File: src/hw/rtl/mkdb_pkg.sv
// ----------------------------------------------------------------------------
// mkdb_pkg
// Shared constants and types for the multi-key debounce / hold detector.
// ----------------------------------------------------------------------------
`default_nettype none

package mkdb_pkg;

    localparam int NUM_KEYS_DEF  = 7;
    localparam int TIMER_W       = 8;
    localparam int HOLD_W        = 16;
    localparam int CFG_IDX_W     = 3;
    localparam int CFG_MIN_W     = 16;

    // paging keys that together form the volume gesture
    localparam int PAGE_UP_KEY   = 2;
    localparam int PAGE_DOWN_KEY = 3;

    // register indexes
    localparam logic [CFG_IDX_W-1:0] CFG_TICK_MS    = 3'd0;
    localparam logic [CFG_IDX_W-1:0] CFG_DEBOUNCE   = 3'd1;
    localparam logic [CFG_IDX_W-1:0] CFG_HOLD_TMO   = 3'd2;
    localparam logic [CFG_IDX_W-1:0] CFG_PRESS_MASK = 3'd3;
    localparam logic [CFG_IDX_W-1:0] CFG_HOLD_MASK  = 3'd4;

    // reset values
    localparam logic [TIMER_W-1:0] TICK_MS_RST     = 8'd20;
    localparam logic [TIMER_W-1:0] DEBOUNCE_MS_RST = 8'd60;
    localparam logic [HOLD_W-1:0]  HOLD_TMO_RST    = 16'd5000;
    localparam logic [31:0]        PRESS_MASK_RST  = 32'd31;
    localparam logic [31:0]        HOLD_MASK_RST   = 32'd12;

    // per-key result handed from a lane to the merge stage
    typedef struct packed {
        logic press;      // press accepted this tick
        logic hold;       // hold timeout fired this tick
        logic level;      // debounced level after this tick
        logic old_level;  // debounced level before this tick
    } t_lane_res;

endpackage

`default_nettype wire

File: src/hw/rtl/mkdb_lane.sv
// ----------------------------------------------------------------------------
// mkdb_lane
// Debounce and hold timing for one key, updated once per accepted tick.
// ----------------------------------------------------------------------------
`default_nettype none

module mkdb_lane (
    input  wire logic                           i_clk,
    input  wire logic                           i_rst_n,
    input  wire logic                           i_accept,
    input  wire logic                           i_level,
    input  wire logic [mkdb_pkg::TIMER_W-1:0]   i_tick_ms,
    input  wire logic [mkdb_pkg::TIMER_W-1:0]   i_debounce_ms,
    input  wire logic [mkdb_pkg::HOLD_W-1:0]    i_hold_timeout_ms,
    input  wire logic                           i_press_en,
    input  wire logic                           i_hold_en,
    output mkdb_pkg::t_lane_res                 o_res
);

    logic                          r_stable,  n_stable;
    logic [mkdb_pkg::TIMER_W-1:0]  r_change,  n_change;
    logic [mkdb_pkg::TIMER_W-1:0]  r_recover, n_recover;
    logic [mkdb_pkg::HOLD_W-1:0]   r_hold,    n_hold;

    logic [mkdb_pkg::TIMER_W:0]    sum_change, sum_recover;
    logic [mkdb_pkg::TIMER_W-1:0]  change_inc, recover_inc;
    logic [mkdb_pkg::HOLD_W-1:0]   hold_inc;
    logic                          press, hold;

    // saturating 8-bit adds, wrapping 16-bit hold add
    assign sum_change  = {1'b0, r_change}  + {1'b0, i_tick_ms};
    assign sum_recover = {1'b0, r_recover} + {1'b0, i_tick_ms};
    assign change_inc  = sum_change[mkdb_pkg::TIMER_W]  ? '1
                                                        : sum_change[mkdb_pkg::TIMER_W-1:0];
    assign recover_inc = sum_recover[mkdb_pkg::TIMER_W] ? '1
                                                        : sum_recover[mkdb_pkg::TIMER_W-1:0];
    assign hold_inc    = r_hold + {{(mkdb_pkg::HOLD_W-mkdb_pkg::TIMER_W){1'b0}}, i_tick_ms};

    always_comb begin
        n_stable  = r_stable;
        n_change  = r_change;
        n_recover = r_recover;
        n_hold    = r_hold;
        press     = 1'b0;
        hold      = 1'b0;
        if (i_level != r_stable) begin
            n_change = change_inc;
            if (change_inc >= i_debounce_ms) begin
                n_stable = i_level;
                n_change = '0;
                press    = ~i_level & i_press_en;
            end
            n_recover = '0;
        end else begin
            if (r_recover >= i_debounce_ms) begin
                n_change = '0;
            end else if (r_change != '0) begin
                n_recover = recover_inc;
            end
            if (!r_stable) begin
                n_change = '0;
                n_hold   = hold_inc;
                if (i_hold_en && (hold_inc >= i_hold_timeout_ms)) begin
                    n_hold = '0;
                    hold   = 1'b1;
                end
            end
        end
    end

    always_ff @(posedge i_clk) begin
        if (!i_rst_n) begin
            r_stable  <= 1'b1;
            r_change  <= '0;
            r_recover <= '0;
            r_hold    <= '0;
        end else if (i_accept) begin
            r_stable  <= n_stable;
            r_change  <= n_change;
            r_recover <= n_recover;
            r_hold    <= n_hold;
        end
    end

    assign o_res.press     = press;
    assign o_res.hold      = hold;
    assign o_res.level     = n_stable;
    assign o_res.old_level = r_stable;

endmodule

`default_nettype wire

File: src/hw/rtl/mkdb_merge.sv
// ----------------------------------------------------------------------------
// mkdb_merge
// Gathers lane results into event words, forms the volume event and holds
// the result in an output register.
// ----------------------------------------------------------------------------
`default_nettype none

module mkdb_merge #(
    parameter int NUM_KEYS = mkdb_pkg::NUM_KEYS_DEF
) (
    input  wire logic                 i_clk,
    input  wire logic                 i_rst_n,
    input  wire logic                 i_accept,
    input  mkdb_pkg::t_lane_res       i_res [NUM_KEYS],
    input  wire logic                 i_out_stall,
    output logic                      o_out_valid,
    output logic [NUM_KEYS-1:0]       o_press_events,
    output logic [NUM_KEYS-1:0]       o_hold_events,
    output logic                      o_volume_event,
    output logic [NUM_KEYS-1:0]       o_debounced_levels
);

    logic [NUM_KEYS-1:0] press_w, hold_w, level_w, old_w;
    logic                vol_w;
    logic                r_out_valid;
    logic [NUM_KEYS-1:0] r_press, r_hold, r_level;
    logic                r_vol;

    always_comb begin
        for (int k = 0; k < NUM_KEYS; k++) begin
            press_w[k] = i_res[k].press;
            hold_w[k]  = i_res[k].hold;
            level_w[k] = i_res[k].level;
            old_w[k]   = i_res[k].old_level;
        end
    end

    // keys update in ascending order: page-up sees page-down before its
    // update, page-down sees page-up after its update
    assign vol_w = (hold_w[mkdb_pkg::PAGE_UP_KEY]   & ~old_w[mkdb_pkg::PAGE_DOWN_KEY]) |
                   (hold_w[mkdb_pkg::PAGE_DOWN_KEY] & ~level_w[mkdb_pkg::PAGE_UP_KEY]);

    always_ff @(posedge i_clk) begin
        if (!i_rst_n) begin
            r_out_valid <= 1'b0;
        end else if (i_accept) begin
            r_out_valid <= 1'b1;
        end else if (!i_out_stall) begin
            r_out_valid <= 1'b0;
        end
    end

    always_ff @(posedge i_clk) begin
        if (i_accept) begin
            r_press <= press_w;
            r_hold  <= hold_w;
            r_level <= level_w;
            r_vol   <= vol_w;
        end
    end

    assign o_out_valid        = r_out_valid;
    assign o_press_events     = r_press;
    assign o_hold_events      = r_hold;
    assign o_volume_event     = r_vol;
    assign o_debounced_levels = r_level;

endmodule

`default_nettype wire

File: src/hw/rtl/multi_key_debounce_hold_detect.sv
// ----------------------------------------------------------------------------
// multi_key_debounce_hold_detect
// Debounces a bank of active-low keys and reports presses, long holds and
// the two-key volume gesture, one result per tick request.
//
// Each input request is one timer tick carrying the raw levels of all keys
// (0 = pressed). One lane per key keeps its debounced level, mismatch timer,
// recovery timer and hold timer, all lanes updating in the same clock; a
// merge stage forms the event words and the volume flag and loads them into
// an output register. A result is valid the cycle after its request is
// taken, and a new tick is accepted every cycle as long as the output
// side is not stalling a waiting result. Registers (tick_ms, debounce_ms,
// hold_timeout_ms, press_enable_mask, hold_enable_mask) are written
// through the cfg port, which is always ready; write them only while no
// result is pending.
// ----------------------------------------------------------------------------
`default_nettype none

module multi_key_debounce_hold_detect #(
    parameter int NUM_KEYS = mkdb_pkg::NUM_KEYS_DEF,
    localparam int CFG_DATA_W = (NUM_KEYS > mkdb_pkg::CFG_MIN_W) ? NUM_KEYS
                                                                 : mkdb_pkg::CFG_MIN_W
) (
    input  wire logic                            i_clk,
    input  wire logic                            i_rst_n,
    // tick requests
    input  wire logic                            i_in_valid,
    output logic                                 o_in_stall,
    input  wire logic [NUM_KEYS-1:0]             i_key_levels,
    // results
    output logic                                 o_out_valid,
    input  wire logic                            i_out_stall,
    output logic [NUM_KEYS-1:0]                  o_press_events,
    output logic [NUM_KEYS-1:0]                  o_hold_events,
    output logic                                 o_volume_event,
    output logic [NUM_KEYS-1:0]                  o_debounced_levels,
    // register writes
    input  wire logic                            i_cfg_valid,
    output logic                                 o_cfg_ready,
    input  wire logic [mkdb_pkg::CFG_IDX_W-1:0]  i_cfg_index,
    input  wire logic [CFG_DATA_W-1:0]           i_cfg_data
);

    logic [mkdb_pkg::TIMER_W-1:0] r_tick_ms;
    logic [mkdb_pkg::TIMER_W-1:0] r_debounce_ms;
    logic [mkdb_pkg::HOLD_W-1:0]  r_hold_tmo;
    logic [NUM_KEYS-1:0]          r_press_en;
    logic [NUM_KEYS-1:0]          r_hold_en;

    logic                         accept;
    mkdb_pkg::t_lane_res          lane_res [NUM_KEYS];

    // ---- register file ---------------------------------------------------
    // Unknown indexes are dropped silently.
    assign o_cfg_ready = 1'b1;

    always_ff @(posedge i_clk) begin
        if (!i_rst_n) begin
            r_tick_ms     <= mkdb_pkg::TICK_MS_RST;
            r_debounce_ms <= mkdb_pkg::DEBOUNCE_MS_RST;
            r_hold_tmo    <= mkdb_pkg::HOLD_TMO_RST;
            r_press_en    <= mkdb_pkg::PRESS_MASK_RST[NUM_KEYS-1:0];
            r_hold_en     <= mkdb_pkg::HOLD_MASK_RST[NUM_KEYS-1:0];
        end else if (i_cfg_valid && o_cfg_ready) begin
            unique case (i_cfg_index)
                mkdb_pkg::CFG_TICK_MS:    r_tick_ms     <= i_cfg_data[mkdb_pkg::TIMER_W-1:0];
                mkdb_pkg::CFG_DEBOUNCE:   r_debounce_ms <= i_cfg_data[mkdb_pkg::TIMER_W-1:0];
                mkdb_pkg::CFG_HOLD_TMO:   r_hold_tmo    <= i_cfg_data[mkdb_pkg::HOLD_W-1:0];
                mkdb_pkg::CFG_PRESS_MASK: r_press_en    <= i_cfg_data[NUM_KEYS-1:0];
                mkdb_pkg::CFG_HOLD_MASK:  r_hold_en     <= i_cfg_data[NUM_KEYS-1:0];
                default: begin
                end
            endcase
        end
    end

    // ---- tick handshake --------------------------------------------------
    // Take a tick unless the output register holds a result that is stalled.
    assign o_in_stall = o_out_valid & i_out_stall;
    assign accept     = i_in_valid & ~o_in_stall;

    // ---- key lanes -------------------------------------------------------
    for (genvar k = 0; k < NUM_KEYS; k++) begin : g_lane
        mkdb_lane u_lane (
            .i_clk             (i_clk),
            .i_rst_n           (i_rst_n),
            .i_accept          (accept),
            .i_level           (i_key_levels[k]),
            .i_tick_ms         (r_tick_ms),
            .i_debounce_ms     (r_debounce_ms),
            .i_hold_timeout_ms (r_hold_tmo),
            .i_press_en        (r_press_en[k]),
            .i_hold_en         (r_hold_en[k]),
            .o_res             (lane_res[k])
        );
    end

    // ---- merge and output register ---------------------------------------
    mkdb_merge #(
        .NUM_KEYS (NUM_KEYS)
    ) u_merge (
        .i_clk              (i_clk),
        .i_rst_n            (i_rst_n),
        .i_accept           (accept),
        .i_res              (lane_res),
        .i_out_stall        (i_out_stall),
        .o_out_valid        (o_out_valid),
        .o_press_events     (o_press_events),
        .o_hold_events      (o_hold_events),
        .o_volume_event     (o_volume_event),
        .o_debounced_levels (o_debounced_levels)
    );

    // ---- checks ----------------------------------------------------------
    // every taken tick shows up in the output register next cycle
    a_accept_to_out: assert property (@(posedge i_clk) disable iff (!i_rst_n)
        accept |=> o_out_valid)
        else $error("tick taken but no result registered");

    // a press is only reported on a key that now reads pressed
    a_press_low: assert property (@(posedge i_clk) disable iff (!i_rst_n)
        o_out_valid |-> ((o_press_events & o_debounced_levels) == '0))
        else $error("press event on a released key");

    // holds only come from hold-enabled keys
    a_hold_mask: assert property (@(posedge i_clk) disable iff (!i_rst_n)
        o_out_valid |-> ((o_hold_events & ~r_hold_en) == '0))
        else $error("hold event on a key without hold enable");

    // volume needs a hold on one of the paging keys
    a_volume_src: assert property (@(posedge i_clk) disable iff (!i_rst_n)
        (o_out_valid && o_volume_event) |->
            (o_hold_events[mkdb_pkg::PAGE_UP_KEY] || o_hold_events[mkdb_pkg::PAGE_DOWN_KEY]))
        else $error("volume event without a paging-key hold");

endmodule

`default_nettype wire

File: config.mk
export PLATFORM = sky130hd
export DESIGN_NAME = multi_key_debounce_hold_detect
export DESIGN_NICKNAME = d
export VERILOG_FILES = /design/src/hw/rtl/mkdb_pkg.sv /design/src/hw/rtl/mkdb_lane.sv /design/src/hw/rtl/mkdb_merge.sv /design/src/hw/rtl/multi_key_debounce_hold_detect.sv
export SDC_FILE = /design/constraint.sdc
export NUM_CORES = 1
export LEC_CHECK = 0
export ABC_AREA = 1
export BUFFER_PORTS_ARGS = -buffer_cell sky130_fd_sc_hd__buf_2
export CORE_MARGIN = 8
export CORE_UTILIZATION = 30
export DETAILED_ROUTE_END_ITERATION = 16
export GPL_TIMING_DRIVEN = 0
export HOLD_SLACK_MARGIN = 0.03
export MAX_ROUTING_LAYER = met4
export PLACE_DENSITY = 0.52
export REMOVE_ABC_BUFFERS = 1
export SETUP_SLACK_MARGIN = 0.1
export SLEW_MARGIN = 20
export SYNTH_ARGS = -nofsm -noshare
export SYNTH_HDL_FRONTEND = slang
export SYNTH_SLANG_ARGS = --single-unit
File: constraint.sdc
create_clock -name i_clk -period 4.2 [get_ports i_clk]
set_input_delay 0.84 -clock i_clk [delete_from_list [all_inputs] [get_ports i_clk]]
set_output_delay 0.84 -clock i_clk [all_outputs]
set_load 0.02 [all_outputs]
### Yosys cells after proc, flatten, opt, wreduce, memory -nomap -nowiden

Cells that the tools add are included.

| cells by class | value |
|---|---|
| eq/ne operators | 26 |
| shift-type cells | 0 |
| mux-type cells | 97 |
| div/mod/pow operators | 0 |
| reductions and logical operators | 60 |
| magnitude comparators | 21 |
| bitwise operators | 35 |
| multipliers | 0 |
| add/sub/neg operators | 21 |

Operators by type and width:

| cell | count |
|---|---|
| two-way mux 8 bit | 63 |
| adder 8 x 8 -> 9 bit | 14 |
| adder 16 x 8 -> 16 bit | 7 |
| greater-or-equal comparator 16 bit | 7 |
| greater-or-equal comparator 8 bit | 14 |
| two-way mux 16 bit | 7 |
| nonzero test 8 bit | 7 |
| AND reduction 3 bit | 14 |
| AND reduction 2 bit | 19 |
| two-way mux 1 bit | 27 |
| NOT 1 bit | 23 |
| != test 3 bit, second input constant | 7 |
| != test 2 x 1 -> 1 bit, second input constant | 8 |
| nonzero test 2 bit | 7 |
| bitwise AND 1 bit | 11 |
| OR reduction 2 bit | 5 |
| logical AND 1 bit | 7 |
| != test 1 bit | 7 |
| equality test 3 x 2 -> 1 bit, second input constant | 2 |
| equality test 3 x 1 -> 1 bit, second input constant | 1 |
| equality test 3 bit, second input constant | 1 |
| logical NOT 3 bit | 1 |
| OR 1 bit | 1 |

| storage, ports and cells | value |
|---|---|
| memory bits (writable) | 0 |
| latch bits | 0 |
| bits of input ports | 31 |
| output and inout port bits | 25 |
| register bits | 300 |
| bits in read-only memories | 0 |
| word-level logic and storage cells | 309 |
| memories kept | 0 |

### Logic depth before layout (Yosys ltp)

| logic depth | value |
|---|---|
| word-level depth | 8 |
| depth in mapped cells | 20 |
| mapped depth without buffers | 20 |

### Hierarchy

A second synthesis with hierarchy kept.

| second synthesis, totals | value |
|---|---|
| cells, all modules | 4436 |
| area, all modules | 28437.3 µm² |

By module, submodules not included:

| module | sequential area each (µm²) | cells an instance | area each (µm²) | instances |
|---|---|---|---|---|
| mkdb_lane (g_lane[0].u_lane ...) | 660.6 | 591 | 3677.3 | 6 |
| mkdb_lane (g_lane[6].u_lane) | 660.6 | 592 | 3758.6 | 1 |
| multi_key_debounce_hold_detect | 920.9 | 267 | 1894.3 | 1 |
| mkdb_merge | 680.7 | 31 | 720.7 | 1 |

### Worst setup path before layout

No wires, ideal clock.

| path | value |
|---|---|
| path type | register to register |
| start point | register r_tick_ms[1] in the netlist's numbering |
| end point | register g_lane[6].u_lane.r_change[7] in the netlist's numbering |
| setup time | 0.070 ns |
| path slack | 0.219 ns |
| stages on the path, launching flop included | 16 |
| arrival time | 3.911 ns |
| buffers on the path | 1 |
| required time | 4.130 ns |
| cell sequence | dfxtp_1 -> inv_1 -> fa_1 -> o21ai_2 -> nand2_1 -> and2_1 -> buf_2 -> nand3_1 -> ha_1 -> a21oi_1 -> o21ai_0 -> a21oi_1 -> nand2_1 -> nor2_2 -> nand2_1 -> a21oi_1 |

| on the way | value |
|---|---|
| cells in the longest elaborated chain, start to end | 5 |

RTL lines:

| item | RTL line | text |
|---|---|---|
| from (decl) | multi_key_debounce_hold_detect.sv:44 | `logic [mkdb_pkg::TIMER_W-1:0] r_tick_ms;` |
| from (signal assigned) | multi_key_debounce_hold_detect.sv:59 | `r_tick_ms <= mkdb_pkg::TICK_MS_RST;` |
| from (signal assigned) | multi_key_debounce_hold_detect.sv:66 | `mkdb_pkg::CFG_TICK_MS: r_tick_ms <= i_cfg_data[mkdb_pkg::TIMER_W-1:0];` |
| adder 8 x 8 -> 9 bit * | mkdb_lane.sv:31 | `assign sum_change = {1'b0, r_change} + {1'b0, i_tick_ms};` |
| two-way mux 8 bit * | mkdb_lane.sv:33 | `assign change_inc = sum_change[mkdb_pkg::TIMER_W] ? '1` |
| greater-or-equal comparator 8 bit | mkdb_lane.sv:48 | `if (change_inc >= i_debounce_ms) begin` |
| two-way mux 8 bit * | mkdb_lane.sv:48 |  |
| two-way mux 8 bit * | mkdb_lane.sv:46 | `if (i_level != r_stable) begin` |
| to (signal assigned) | mkdb_lane.sv:79 | `r_change <= n_change;` |
| to (decl) | mkdb_lane.sv:21 | `logic [mkdb_pkg::TIMER_W-1:0] r_change, n_change;` |

Mark *: on every way between the ends. The rest lies on a longest branch, timed or not.
A chain may end at the register's enable or synchronous reset.

### Worst setup path after layout

| path | value |
|---|---|
| start point | register r_tick_ms[2] in the netlist's numbering |
| end point | register u_merge.r_vol (netlist: u_merge.o_volume_event) (data pin) |

| on the way | value |
|---|---|
| cells in the longest elaborated chain, start to end | 8 |
| elaborated cells on any way between the ends | 21 |
| classes of those cells | add/sub: 3; order compare: 3; mux: 9; bitwise: 4; reduce/logical: 2 |

RTL lines:

| item | RTL line | text |
|---|---|---|
| adder 16 x 8 -> 16 bit / adder 8 x 8 -> 9 bit (equally long branches) | mkdb_lane.sv:37, mkdb_lane.sv:31 |  |
| greater-or-equal comparator 16 bit / two-way mux 8 bit (equally long branches) | mkdb_lane.sv:63, mkdb_lane.sv:33 |  |
| logical AND 1 bit / greater-or-equal comparator 8 bit (equally long branches) | mkdb_lane.sv:63, mkdb_lane.sv:48 |  |
| two-way mux 1 bit (on tied branches) | mkdb_lane.sv:63, mkdb_lane.sv:48 |  |
| two-way mux 1 bit (on tied branches) | mkdb_lane.sv:60, mkdb_lane.sv:46 |  |
| two-way mux 1 bit / NOT 1 bit (equally long branches) | mkdb_lane.sv:46, mkdb_merge.sv:41 |  |
| bitwise AND 1 bit (on tied branches) | mkdb_merge.sv:40, mkdb_merge.sv:41 |  |
| OR 1 bit * | mkdb_merge.sv:40 | `assign vol_w = (hold_w[mkdb_pkg::PAGE_UP_KEY] & ~old_w[mkdb_pkg::PAGE_DOWN_KEY]) \|` |
| net u_merge.vol_w | mkdb_merge.sv:24 | `logic vol_w;` |
| to (signal assigned) | mkdb_merge.sv:58 | `r_vol <= vol_w;` |
| to (decl) | mkdb_merge.sv:27 | `logic r_vol;` |

Mark *: on every way through the listed nets, which the timed path passes. The rest lies on a longest branch.

==> results.txt <==
Run status = complete, no violations
Starting density of the core = 30.1%
Ports = 56
Slew margin rel. = 26.3%
Placeable Area = 86,200 um2
Fill count = 9,435
Netlist cell types = 45
Sink Count = 300
# setup viols final = 0
Most common cell after layout, fill and taps aside = nand2_1
Vias per Instance = 4.81
Max-slew violations = 0
Aggregate global-route resource usage = 17.0%
R2r endpoint = u_merge.o_volume_event$_DFFE_PP_
Ratio of cells with drive above 1 in the final layout = 5.17%
RSZ-0062 raised after global routing = false
CP max FO = 14
Vias post-DR = 24,500
R2r worst-path depth = 17
DRT antenna net count = 0
Max_cap viols = 0
Area Overhead vs Synth = 11.3%
Peak per-stage delay on the critical path = 610 ps
Row Count = 108
Skew-Pair Late Insertion Delay = 570 ps
Int Pwr = 5420 uW
WHS Endpoint = g_lane[2].u_lane.r_hold[3]$_SDFFE_PN0P_
Hold buffers post-CTS = 0
Worst EP required = 4490 ps
Worst path cell trace = buf_12 -> ha_1 -> nand3_1 -> nand3_1 -> nand3_1 -> nor2_1 -> nor2_2 -> nand3_1 -> ha_1 -> a21oi_1 -> nor2_1 -> nor3_1 -> nand3_1 -> nand2_1 -> nand2_1 -> nand3_1 -> nand2_1
Part of the cycle the worst path needs = 87.7%
Per-cell routed wire length = 15.8 um
CTS Buffer Depth = 3
Synth Cell Area = 25,900 um2
Sw Share = 30.9%
Synth Instances = 3,852
Pin count of the biggest net entering global routing = 102
M1 GR Usage = 22.7%
Seq. cell area = 6250 um2
Post-synth top area cell = dfxtp_1
Antenna violations before repair = 3
Multi-input gate area = 17,700 um2
Period minus WS final = 3680 ps
Vias in the first global route = 23,100
Die height = 310 um
RR Startpoint = r_tick_ms[2]$_SDFFE_PN1P_
Hold Crit Start = g_lane[2].u_lane.r_hold[3]$_SDFFE_PN0P_
Die width = 310 um
First-pass GRT wire length = 127 mm
Critical path's slowest cell = dfxtp_2
Num CTS Buffers = 40
Hold Path Depth = 2
Hold Fails Final Rpt = 0
Synth area leaders = dfxtp_1, ha_1, nand2_1
Worst setup startpoint = r_tick_ms[2]$_SDFFE_PN1P_
Met2 Use GR = 27.5%
Port Buffer Count = 54
Drt first pass iters = 5
Grt met3 use = 1.77%
Reg2Reg Setup Slack = 520 ps
CP startpoint kind = register
Root Driver = clkbuf_16
Total number of yosys warnings = 0
Synthesized flop and latch total = 300
Logic pwr share = 18.3%
Sequential area share after synthesis = 24.0%
Flop pwr share = 39.0%
Nets = 4,349
# DRC = 0
VDD IR max = 0.243 mV
Leak = 0.0140 uW
Clk_skew = 24.8 ps
Die ar. = 96,100 um2
Hold WS = 467 ps
Most frequent cells in the layout = nand2_1, inv_1, a21oi_1
GRT busiest layer = met2
Synth top area share = 21.5%
Clk pwr share = 42.8%
Post-Syn Area per Cell = 6.73 um2
Number of placed instances, taps included = 5,009
CP bufs+invs = 1
Drt initial violations = 1,379
Worst-margin pin slew = 1100 ps
Crit Path Class = register to register
Switching pwr = 2430 uW
Total grt overflow = 0
Routed WL = 80.2 mm
DP HPWL = 55.3 mm
Non-Filler Instances = 5,083
CP endpoint kind = register
Top cell by count, worst path = nand3_1
Top Family by Delay on Critical Path = simple AND/OR/NAND/NOR gates
CTS clock-pin slew for the worst setup and hold paths = 60 ps
TritonCTS clock tree = yes
H-tree depth = 2
Placer congestion estimate = 0.849
Fmax = 271 MHz
Hold Crit Class = register to register
Critical Path AT = 3970 ps
Crit path depth = 17
PwrDens = 272 nW/um2
==> synth_stat cells (all sizes together) <==
cell type and instances:
nand2 1128, inv 454, a21oi 436, nand3 427, ha 399, dfxtp 278
nor2 243, o21ai 87, xor2 62, nand4 46, clkbuf 33, xnor2 32
buf 28, nor3 26, edfxtp 22, fa 21, nand3b 21, o21bai 18
and2 16, a21o 15, a21boi 13, o211ai 12, or2 12, and3 10
o21a 7, clkinv 2, a31oi 1, conb 1, nor3b 1, nor4 1
==> per-layer routing <==
| metal | wire length (um) | vias to the layer above |
|---|---|---|
| li1 | - | 12900 |
| met1 | 39500 | 11100 |
| met2 | 35700 | 390 |
| met3 | 3220 | 102 |
| met5 | 0 | - |
| met4 | 1800 | 0 |
==> area by class of cell <==
class,count,share of cell area [%]
repair buffers,65,1.72
multi-input cells,3035,61.4
well taps,1155,5.01
inverters,456,5.96
clock inverters,3,0.0520
diodes,2,0.0173
flip-flops and latches,300,21.7
clock buffers,67,4.24
==> worst register-to-register path, delay by kind of cell (launching register included) <==
family,cells,cell delay (ps)
compound gates,1,150
flops,1,610
buf+inv,1,260
simple gates,13,1770
fa+ha+maj,2,630
==> logic make-up (layout without fill, tap and decap cells) <==
group                      after synthesis  in the layout  share of synthesized area (%)
DFF                                    300            300                           24.0
buffers and inverters                  517            591                           7.75
AOI/OAI and AO/OA                      589            589                           12.1
other                                    1              3                         0.0145
xor gates and xnor gates                94             94                           3.18
and+or+nand+nor                       1931           1931                           32.1
adders and majority gates              420            420                           20.9
==> sequential cells by signal, summed over array words and instances, names as in the netlist, 8 cells and up <==
| signal | flops |
|---|---|
| g_lane.u_lane.r_change | 56 |
| g_lane.u_lane.r_hold | 112 |
| g_lane.u_lane.r_recover | 56 |
| r_debounce_ms | 8 |
| r_hold_tmo | 16 |
| r_tick_ms | 8 |
==> timing repair <==
item / in CTS / in global routing
pin swaps: 0 / 0
setup buffers: 0 / 2
setup endpoints to repair: 17 / 85
gates resized for setup: 1 / 7
==> worst max-delay path by stage <==
stage | endpoint
global placement | g_lane[1].u_lane.r_hold[9]$_SDFFE_PN0P_
global route | g_lane[5].u_lane.r_hold[6]$_SDFFE_PN0P_
CTS | g_lane[4].u_lane.r_change[4]$_SDFFE_PN0P_
detailed placement | g_lane[4].u_lane.r_hold[6]$_SDFFE_PN0P_
finish | u_merge.o_volume_event$_DFFE_PP_
floorplan | g_lane[5].u_lane.r_hold[13]$_SDFFE_PN0P_
==> power by group through the flow <==
stage	clock network [uW]	logic, uW	registers [uW]
floorplan	0	1000	3110
global placement	0	1390	3140
detailed placement	0	1430	3130
CTS	3470	1440	3060
global route	3570	1630	3070
finish	3360	1430	3060
==> through the flow <==
stage               cell area [um2]  worst slack [ps]  util (%)  setup TNS [ps]  power, uW
global placement              27300             -2580      31.7         -471250       4530
finish                        28900               516      33.5               0       7860
detailed placement            27600              35.5      32.0               0       4550
floorplan                     25600               187         -               0       4110
CTS                           28800               193      33.4               0       7970
global route                  28900               146      33.5               0       8270
(Power assumes the default switching activity.)
